## config.mk

```make
export PLATFORM = sky130hd
export DESIGN_NAME = mfab_ctrl
export DESIGN_NICKNAME = d
export VERILOG_FILES = /design/src/rtl/mfab_pkg.sv /design/src/rtl/mfab_ctrl.sv
export SDC_FILE = /design/constraint.sdc
export NUM_CORES = 1
export LEC_CHECK = 0
export BUFFER_PORTS_ARGS = -buffer_cell sky130_fd_sc_hd__buf_2
export CAP_MARGIN = 10
export CORE_AREA = 5 5 42 44
export DETAILED_ROUTE_END_ITERATION = 7
export DIE_AREA = 0 0 47 49
export SYNTH_ARGS = -nofsm -noshare
export SYNTH_HDL_FRONTEND = slang
export SYNTH_SLANG_ARGS = --single-unit
```

## constraint.sdc

```tcl
create_clock -name i_clk -period 1.48 [get_ports i_clk]
set_input_delay 0.222 -clock i_clk [delete_from_list [all_inputs] [get_ports i_clk]]
set_output_delay 0.222 -clock i_clk [all_outputs]
set_load 0.01 [all_outputs]
```

## src/rtl/mfab_pkg.sv

```systemverilog
// Shared types and constants for the augmenting-path maximum flow block.
`timescale 1ns / 1ps
`default_nettype none

package mfab_pkg;

    localparam int VERTEX_W = 8;
    localparam int CAP_W    = 31;
    localparam int FLOW_W   = 41;

    localparam int CFG_IDX_W  = 1;
    localparam int CFG_DATA_W = 8;

    // Configuration register indexes.
    localparam logic [CFG_IDX_W-1:0] CFG_SOURCE = 1'd0;
    localparam logic [CFG_IDX_W-1:0] CFG_SINK   = 1'd1;

    localparam logic [VERTEX_W-1:0] SOURCE_RESET = 8'd0;
    localparam logic [VERTEX_W-1:0] SINK_RESET   = 8'd127;

    // One input transaction: a directed edge.
    typedef struct packed {
        logic [VERTEX_W-1:0] edge_tail;
        logic [VERTEX_W-1:0] edge_head;
        logic [CAP_W-1:0]    edge_capacity;
        logic                last_edge;
    } t_edge_item;

    // One result transaction.
    typedef struct packed {
        logic [FLOW_W-1:0] max_flow;
        logic              edges_dropped;
    } t_flow_result;

    // Stored edge record.
    typedef struct packed {
        logic [VERTEX_W-1:0] tail;
        logic [VERTEX_W-1:0] head;
        logic [CAP_W-1:0]    cap;
    } t_edge_rec;

    typedef enum logic [3:0] {
        S_IDLE,
        S_INIT,
        S_SCAN,
        S_SCAN_END,
        S_DECIDE,
        S_ARC_RD,
        S_EDGE_RD,
        S_EVAL,
        S_FINISH
    } t_state;

    // Controller to datapath commands.
    typedef struct packed {
        logic load;
        logic init;
        logic rescan;
        logic scan_issue;
        logic path_start;
        logic flow_start;
        logic edge_rd;
        logic eval;
        logic add_total;
        logic finish;
    } t_dp_cmd;

    // Datapath to controller status.
    typedef struct packed {
        logic last_edge;
        logic cfg_ok;
        logic count_zero;
        logic scan_last;
        logic changed;
        logic sink_marked;
        logic at_src;
        logic pass_two;
    } t_dp_stat;

endpackage

`default_nettype wire

```

## src/rtl/mfab_ctrl.sv

```systemverilog
// Controller state machine for load, residual sweeps and path augmentation.
`timescale 1ns / 1ps
`default_nettype none

module mfab_ctrl (
    input  wire logic              i_clk,
    input  wire logic              i_rst_n,
    input  wire logic              i_start,
    input  wire mfab_pkg::t_dp_stat i_stat,
    output mfab_pkg::t_dp_cmd      o_cmd,
    output logic                   o_busy
);

    mfab_pkg::t_state r_state;
    mfab_pkg::t_state n_state;

    always_ff @(posedge i_clk) begin
        if (!i_rst_n) begin
            r_state <= mfab_pkg::S_IDLE;
        end else begin
            r_state <= n_state;
        end
    end

    // Next state.
    always_comb begin
        n_state = r_state;
        case (r_state)
            mfab_pkg::S_IDLE: begin
                if (i_start && i_stat.last_edge) begin
                    n_state = i_stat.cfg_ok ? mfab_pkg::S_INIT : mfab_pkg::S_FINISH;
                end
            end
            mfab_pkg::S_INIT: begin
                n_state = i_stat.count_zero ? mfab_pkg::S_DECIDE : mfab_pkg::S_SCAN;
            end
            mfab_pkg::S_SCAN: begin
                if (i_stat.scan_last) begin
                    n_state = mfab_pkg::S_SCAN_END;
                end
            end
            mfab_pkg::S_SCAN_END: n_state = mfab_pkg::S_DECIDE;
            mfab_pkg::S_DECIDE: begin
                if (i_stat.sink_marked) begin
                    n_state = mfab_pkg::S_ARC_RD;
                end else if (i_stat.changed) begin
                    n_state = mfab_pkg::S_SCAN;
                end else begin
                    n_state = mfab_pkg::S_FINISH;
                end
            end
            mfab_pkg::S_ARC_RD:  n_state = mfab_pkg::S_EDGE_RD;
            mfab_pkg::S_EDGE_RD: n_state = mfab_pkg::S_EVAL;
            mfab_pkg::S_EVAL: begin
                if (i_stat.at_src && i_stat.pass_two) begin
                    n_state = mfab_pkg::S_INIT;
                end else begin
                    n_state = mfab_pkg::S_ARC_RD;
                end
            end
            mfab_pkg::S_FINISH: n_state = mfab_pkg::S_IDLE;
            default: n_state = mfab_pkg::S_IDLE;
        endcase
    end

    // Command outputs.
    always_comb begin
        o_cmd  = '0;
        o_busy = (r_state != mfab_pkg::S_IDLE);
        case (r_state)
            mfab_pkg::S_IDLE:     o_cmd.load = i_start;
            mfab_pkg::S_INIT:     o_cmd.init = 1'b1;
            mfab_pkg::S_SCAN:     o_cmd.scan_issue = 1'b1;
            mfab_pkg::S_SCAN_END: o_cmd = '0;
            mfab_pkg::S_DECIDE: begin
                if (i_stat.sink_marked) begin
                    o_cmd.path_start = 1'b1;
                end else if (i_stat.changed) begin
                    o_cmd.rescan = 1'b1;
                end
            end
            mfab_pkg::S_ARC_RD:  o_cmd = '0;
            mfab_pkg::S_EDGE_RD: o_cmd.edge_rd = 1'b1;
            mfab_pkg::S_EVAL: begin
                o_cmd.eval = 1'b1;
                if (i_stat.at_src) begin
                    o_cmd.flow_start = !i_stat.pass_two;
                    o_cmd.add_total  = i_stat.pass_two;
                end
            end
            mfab_pkg::S_FINISH: o_cmd.finish = 1'b1;
            default: o_cmd = '0;
        endcase
    end

endmodule

`default_nettype wire

```

==> run metrics, run 1 <==
# Max-Cap Violations=0; Comb pwr share=52.0%; synthesis warning total=0; final RePlAce weighted congestion=0.7423; Peak VDD IR=0.0004819 V; largest net degree at the start of global routing=9; Worst setup SP type=flip-flop; unrepaired setup endpoints after global routing=true; initial antenna violation count=0; Non-Filler Instances=between 90 and 100; Max Clk Rate=0.6593 GHz; ys flop type=dfxtp_1; Pre-antenna DRT Iters=4; top post-synthesis cells by count=nand2_1, nand2b_1, dfxtp_1, nor2_1, a21oi_1; WP buf/inv=2; FF+latch count, synth=4; status=finished, violations left; die area=2303 um2; I/O pin count=22; Hold Path Class=in2reg; GRT Total Usage=10.27%; H-tree Lvls=1; crit-path cells=buf_6, nor4_4, and2_1, buf_2; placed insts=87; leakage power=approximately 0.31 nW; worst setup margin=-0.03685 ns; total number of vias=between 400 and 500; Final period util=102.5%; cell family with most CP delay=simple AND/OR/NAND/NOR gates; share of layout cells above drive strength 1=59.74%; worst slew pin tran=0.2881 ns; Final Max Slew Viols=0; post-synthesis sequential area ratio=20.45%; die width=roughly 47 um; synthesized area=roughly 390 um2; clk sinks=4; worst endpoint required time=1.26 ns; clk slew on worst S/H paths=0.04 ns; clock share of power=between 20% and 30%; clock latency on the worst-skew pair=0.23 ns; initial drt markers=5; Initial Utilization=27.95%; Post-synth EDFFs=0; sequential share of power=about a quarter; Top reg by flops=r_state; row count=14; Vias/cell=4.860; vias in the first global route=458; GRT overflow=0; biggest regs=r_state x4; Netlist cell types=27; Period minus WS final=1.517 ns; fin nets=90; element type at the critical path end=output port; Final Total Pwr=0.5998 mW; Sw Ratio=33.98%; Net Sw Power=~0.2 mW; failing checks=setup timing; Avg Inst Size Synth=8.159 um2; share of flip-flops with an asynchronous set or reset=0%; P_int=around 0.40 mW; die height=just under 50 um; Crit-path slowest cell=dfxtp_4; diode count=0; Syn Inst Count=between 40 and 50; mean routed wirelength per cell=10.96 um; HPWL after DPL=789.4 um; Final Setup Violations=1; first-pass GRT wire length=1773 um; Num CTS Buffers=3; Longest Clk Path Bufs=2; Detail Route Antenna Nets=0; Max transition margin=between 80 and 90%; CTS Root Cell=clkbuf_4; CTS tree=built; Synth top area share=between 20% and 30%; final WL=1019 um; WS Path Type=reg2out; Crit path largest cell delay=0.35 ns; Critical Path AT=1.29 ns; core area=roughly 1400 um2; top cells by area, synth=dfxtp_1, nand2b_1, buf_6; Setup Skew=0.001072 ns; IO buf count=21; final hold violations=0; Post-CTS Hold Buffers=0; Synth area leader=dfxtp_1; Max Fanout on Critical Path=4; Pwr Density=947.4 nW/um2; Layout area overhead=61.66%; Post-Synthesis Net Count=59; DRC=0; number of flip-flops in the largest register=4
## layer usage
metal	GRT usage [%]	vias up	routed length (um)
li1	-	230	-
met1	11.84	209	449
met2	16.74	11	511
met3	1.107	2	41
met4	6.912	0	17
met5	0	-	0
## cell families after synthesis
group | share of synthesized area (%)
muxes | 2.556
and+or+nand+nor | 52.72
DFF | 20.45
AOI/OAI and AO/OA | 14.06
buffers and inverters | 10.22
## worst paths after layout
check / startpoint / to / slack [ns] / cells past startpoint
setup / recovery: r_state[3] / o_cmd[9] / -0.04 / 4
hold / removal: i_rst_n / r_state[1] / 0.23 / 2
setup reg to reg: r_state[0] / r_state[3] / 0.10 / 4
hold reg to reg: r_state[3] / r_state[0] / 0.69 / 3
## power by group through the flow
stage	registers [mW]	logic (mW)	clock network, mW
2_1_floorplan	0.135	0.188	0
3_3_place_gp	0.149	0.256	0
3_5_place_dp	0.149	0.257	0
4_1_cts	0.151	0.281	0.140
5_1_grt	0.156	0.344	0.145
6_report	0.153	0.312	0.135
## layout by cell type, fill, tap and decap left out, types with 2 or more instances in the layout
cell type,n
nor4b_2,3
nor2_1,4
clkbuf_4,3
dfxtp_2,2
buf_2,19
nand2b_1,5
dfxtp_4,2
nand3b_1,2
buf_6,7
buf_4,4
a21oi_1,3
nand2_1,5
## area by class of cell
type,instances,area [um2]
clock buffers,3,22.52
fillers,146,768.2
inverters,2,7.507
multi-input cells,38,289.0
flip-flops and latches,4,90.09
well taps,16,20.02
repair buffers,30,203.9
## per-stage QoR
step	utilization [%]	worst slack [ns]	cell area, um2	setup TNS [ns]	hold WS [ns]
2_1_floorplan	-	0.2396	391.6	0	0.3395
3_3_place_gp	37.77	0.1363	529.3	0	0.4754
3_5_place_dp	37.77	0.1256	529.3	0	0.4744
4_1_cts	41.88	-0.06088	586.8	-0.07770	0.2312
5_1_grt	45.18	-0.1009	633.1	-0.2562	0.2576
6_report	45.18	-0.03685	633.1	-0.03685	0.2299
## repair_timing
item | CTS | global route
setup buffers | 2 | 1
endpoints found under the setup margin | 5 | 9
gates resized for setup | 7 | 9
pin swaps | 2 | 3
Note: power is estimated with default switching activity, not from simulation.
==> run 2: changes to the inputs <==
--- a/config.mk
+++ b/config.mk
@@ -10,6 +10,7 @@
 export CORE_AREA = 5 5 42 44
 export DETAILED_ROUTE_END_ITERATION = 7
 export DIE_AREA = 0 0 47 49
+export SETUP_SLACK_MARGIN = 0.4
 export SYNTH_ARGS = -nofsm -noshare
 export SYNTH_HDL_FRONTEND = slang
 export SYNTH_SLANG_ARGS = --single-unit
==> constraint.sdc (replaced) <==
create_clock -name i_clk -period 1.5 [get_ports i_clk]
set_input_delay 0.225 -clock i_clk [delete_from_list [all_inputs] [get_ports i_clk]]
set_output_delay 0.225 -clock i_clk [all_outputs]
set_load 0.01 [all_outputs]
==> run metrics, run 2 (synthesized netlist as in run 1, its figures left out) <==
number of flip-flops in the largest register=4 (unchanged); WS Path Type=reg2out; diode count=0 (unchanged); crit-path cells=nor4b_4, nand2b_1, nor2_2, buf_2; total number of vias=476 (+5.3%); worst slew pin tran=0.2905 ns (+0.002455 ns); first-pass GRT wire length=2070 um (+17%); Max Fanout on Critical Path=7 (+3); clk sinks=4 (unchanged); Final Max Slew Viols=0 (unchanged); share of layout cells above drive strength 1=74.39% (+15 points); Top reg by flops=r_state; die area=2303 um2 (unchanged); most common cell after layout, fill and taps aside=buf_2; initial drt markers=2 (-3); CTS tree=built; IO buf count=21 (unchanged); Detail Route Antenna Nets=0 (unchanged); design area=767.0 um2 (+21%); core area=1401 um2 (unchanged); DRC=0 (unchanged); Period minus WS final=1.516 ns; HPWL after DPL=818.9 um (+3.7%); fin nets=95 (+5.6%); worst endpoint required time=1.27 ns (about the same); I/O pin count=22 (unchanged); clock latency on the worst-skew pair=0.23 ns (about the same); Crit-path slowest cell=dfxtp_4; CTS Root Cell=clkbuf_4; failing checks=setup timing; placed insts=82 (-5.7%); Final period util=101.1%; Hold Path Class=in2reg; mean routed wirelength per cell=13.01 um (+19%); Longest Clk Path Bufs=2 (unchanged); dpl cell area=519.2 um2 (-1.9%); die width=47 um (unchanged); commonest non-fill, non-tap cells in the layout=buf_2, buf_6, buf_4; Non-Filler Instances=98 (+5.4%); clk slew on worst S/H paths=0.04 ns (about the same); Critical Path AT=1.29 ns (about the same); Pre-antenna DRT Iters=3 (-1); H-tree Lvls=1 (unchanged); Num CTS Buffers=3 (unchanged); Vias/cell=4.857 (about the same); Final Setup Violations=1 (unchanged); final RePlAce weighted congestion=0.7352 (-0.96%); Crit path largest cell delay=0.37 ns (+0.02 ns); row count=14 (unchanged); WP buf/inv=1 (-1); Peak VDD IR=0.0005180 V (+7.5%); Layout area overhead=95.85%; Setup Skew=0.0007472 ns (-0.0003245 ns); worst setup margin=-0.01645 ns (+0.02040 ns); GRT Total Usage=12.03% (+1.8 points); Post-CTS Hold Buffers=0 (unchanged); cell family with most CP delay=simple AND/OR/NAND/NOR gates; Worst setup SP type=flip-flop; Final Total Pwr=0.7057 mW (+18%); GRT overflow=0 (unchanged); final hold violations=0 (unchanged); biggest regs=r_state x4; largest net degree at the start of global routing=14 (+5); element type at the critical path end=output port; Max Clk Rate=approximately 0.66 GHz; # Max-Cap Violations=0 (unchanged); vias in the first global route=502 (+9.6%); Max transition margin=80.49% (-0.18 points); Pwr Density=920.1 nW/um2 (-2.9%); status=finished, violations left; unrepaired setup endpoints after global routing=true; final WL=1275 um (+25%); die height=49 um (unchanged); Initial Utilization=27.95% (unchanged); leakage power=0.3458 nW (+12%); initial antenna violation count=0 (unchanged)
==> run 2: final cells by class <==
class,count,area (um2)
clock buffer,3,22.52
inverter,2,7.507
tap,16,20.02
sequential,4,92.59
timing repair buffer,35,264.0
multi-input combinational,38,360.3
fill,129,634.4
==> run 2: worst register-to-register path, cell delays in order (launching register included) <==
cell      delay [ns]
dfxtp_4         0.40
buf_6           0.11
or4b_1          0.43
nand3b_1        0.12
and3b_1         0.18
==> run 2: power by group <==
group	switching (mW)	internal (mW)	total [mW]
clock	0.0390	0.0892	0.128
combinational	0.167	0.247	0.414
sequential	0.0369	0.127	0.164
total	0.243	0.463	0.706
==> run 2: metal layers <==
layer | global-route usage, % | wire (um)
met4 | 5.530 | 0
met2 | 20.81 | 745
met1 | 13.35 | 492
met3 | 2.214 | 38
met5 | 0 | 0
==> run 2: stage by stage <==
| step | setup TNS (ns) | hold WS (ns) | worst slack, ns | util, % |
|---|---|---|---|---|
| after floorplan | 0 | 0.3425 | 0.3014 | - |
| after global placement | 0 | 0.4762 | 0.1376 | 37.05 |
| after detailed placement | 0 | 0.4942 | 0.1238 | 37.05 |
| after CTS | -0.03734 | 0.2438 | -0.02798 | 49.91 |
| after global routing | -0.1584 | 0.2491 | -0.09739 | 54.73 |
| final | -0.01645 | 0.2513 | -0.01645 | 54.73 |
==> run 2: final timing paths <==
| check | startpoint | end | slack (ns) | depth (start not counted) |
|---|---|---|---|---|
| worst min register to register | r_state[3] | r_state[0] | 0.72 | 3 |
| worst max-delay path | r_state[3] | o_cmd[7] | -0.02 | 4 |
| worst min-delay path | i_rst_n | r_state[2] | 0.25 | 2 |
| worst max register to register | r_state[1] | r_state[3] | 0.15 | 4 |
==> run 2: timing repair <==
item,4_1_cts,5_1_grt
hold endpoints to repair,0,0
pin swaps,10,7
gates resized for setup,21,8
setup buffers,9,4
endpoints found under the setup margin,15,15
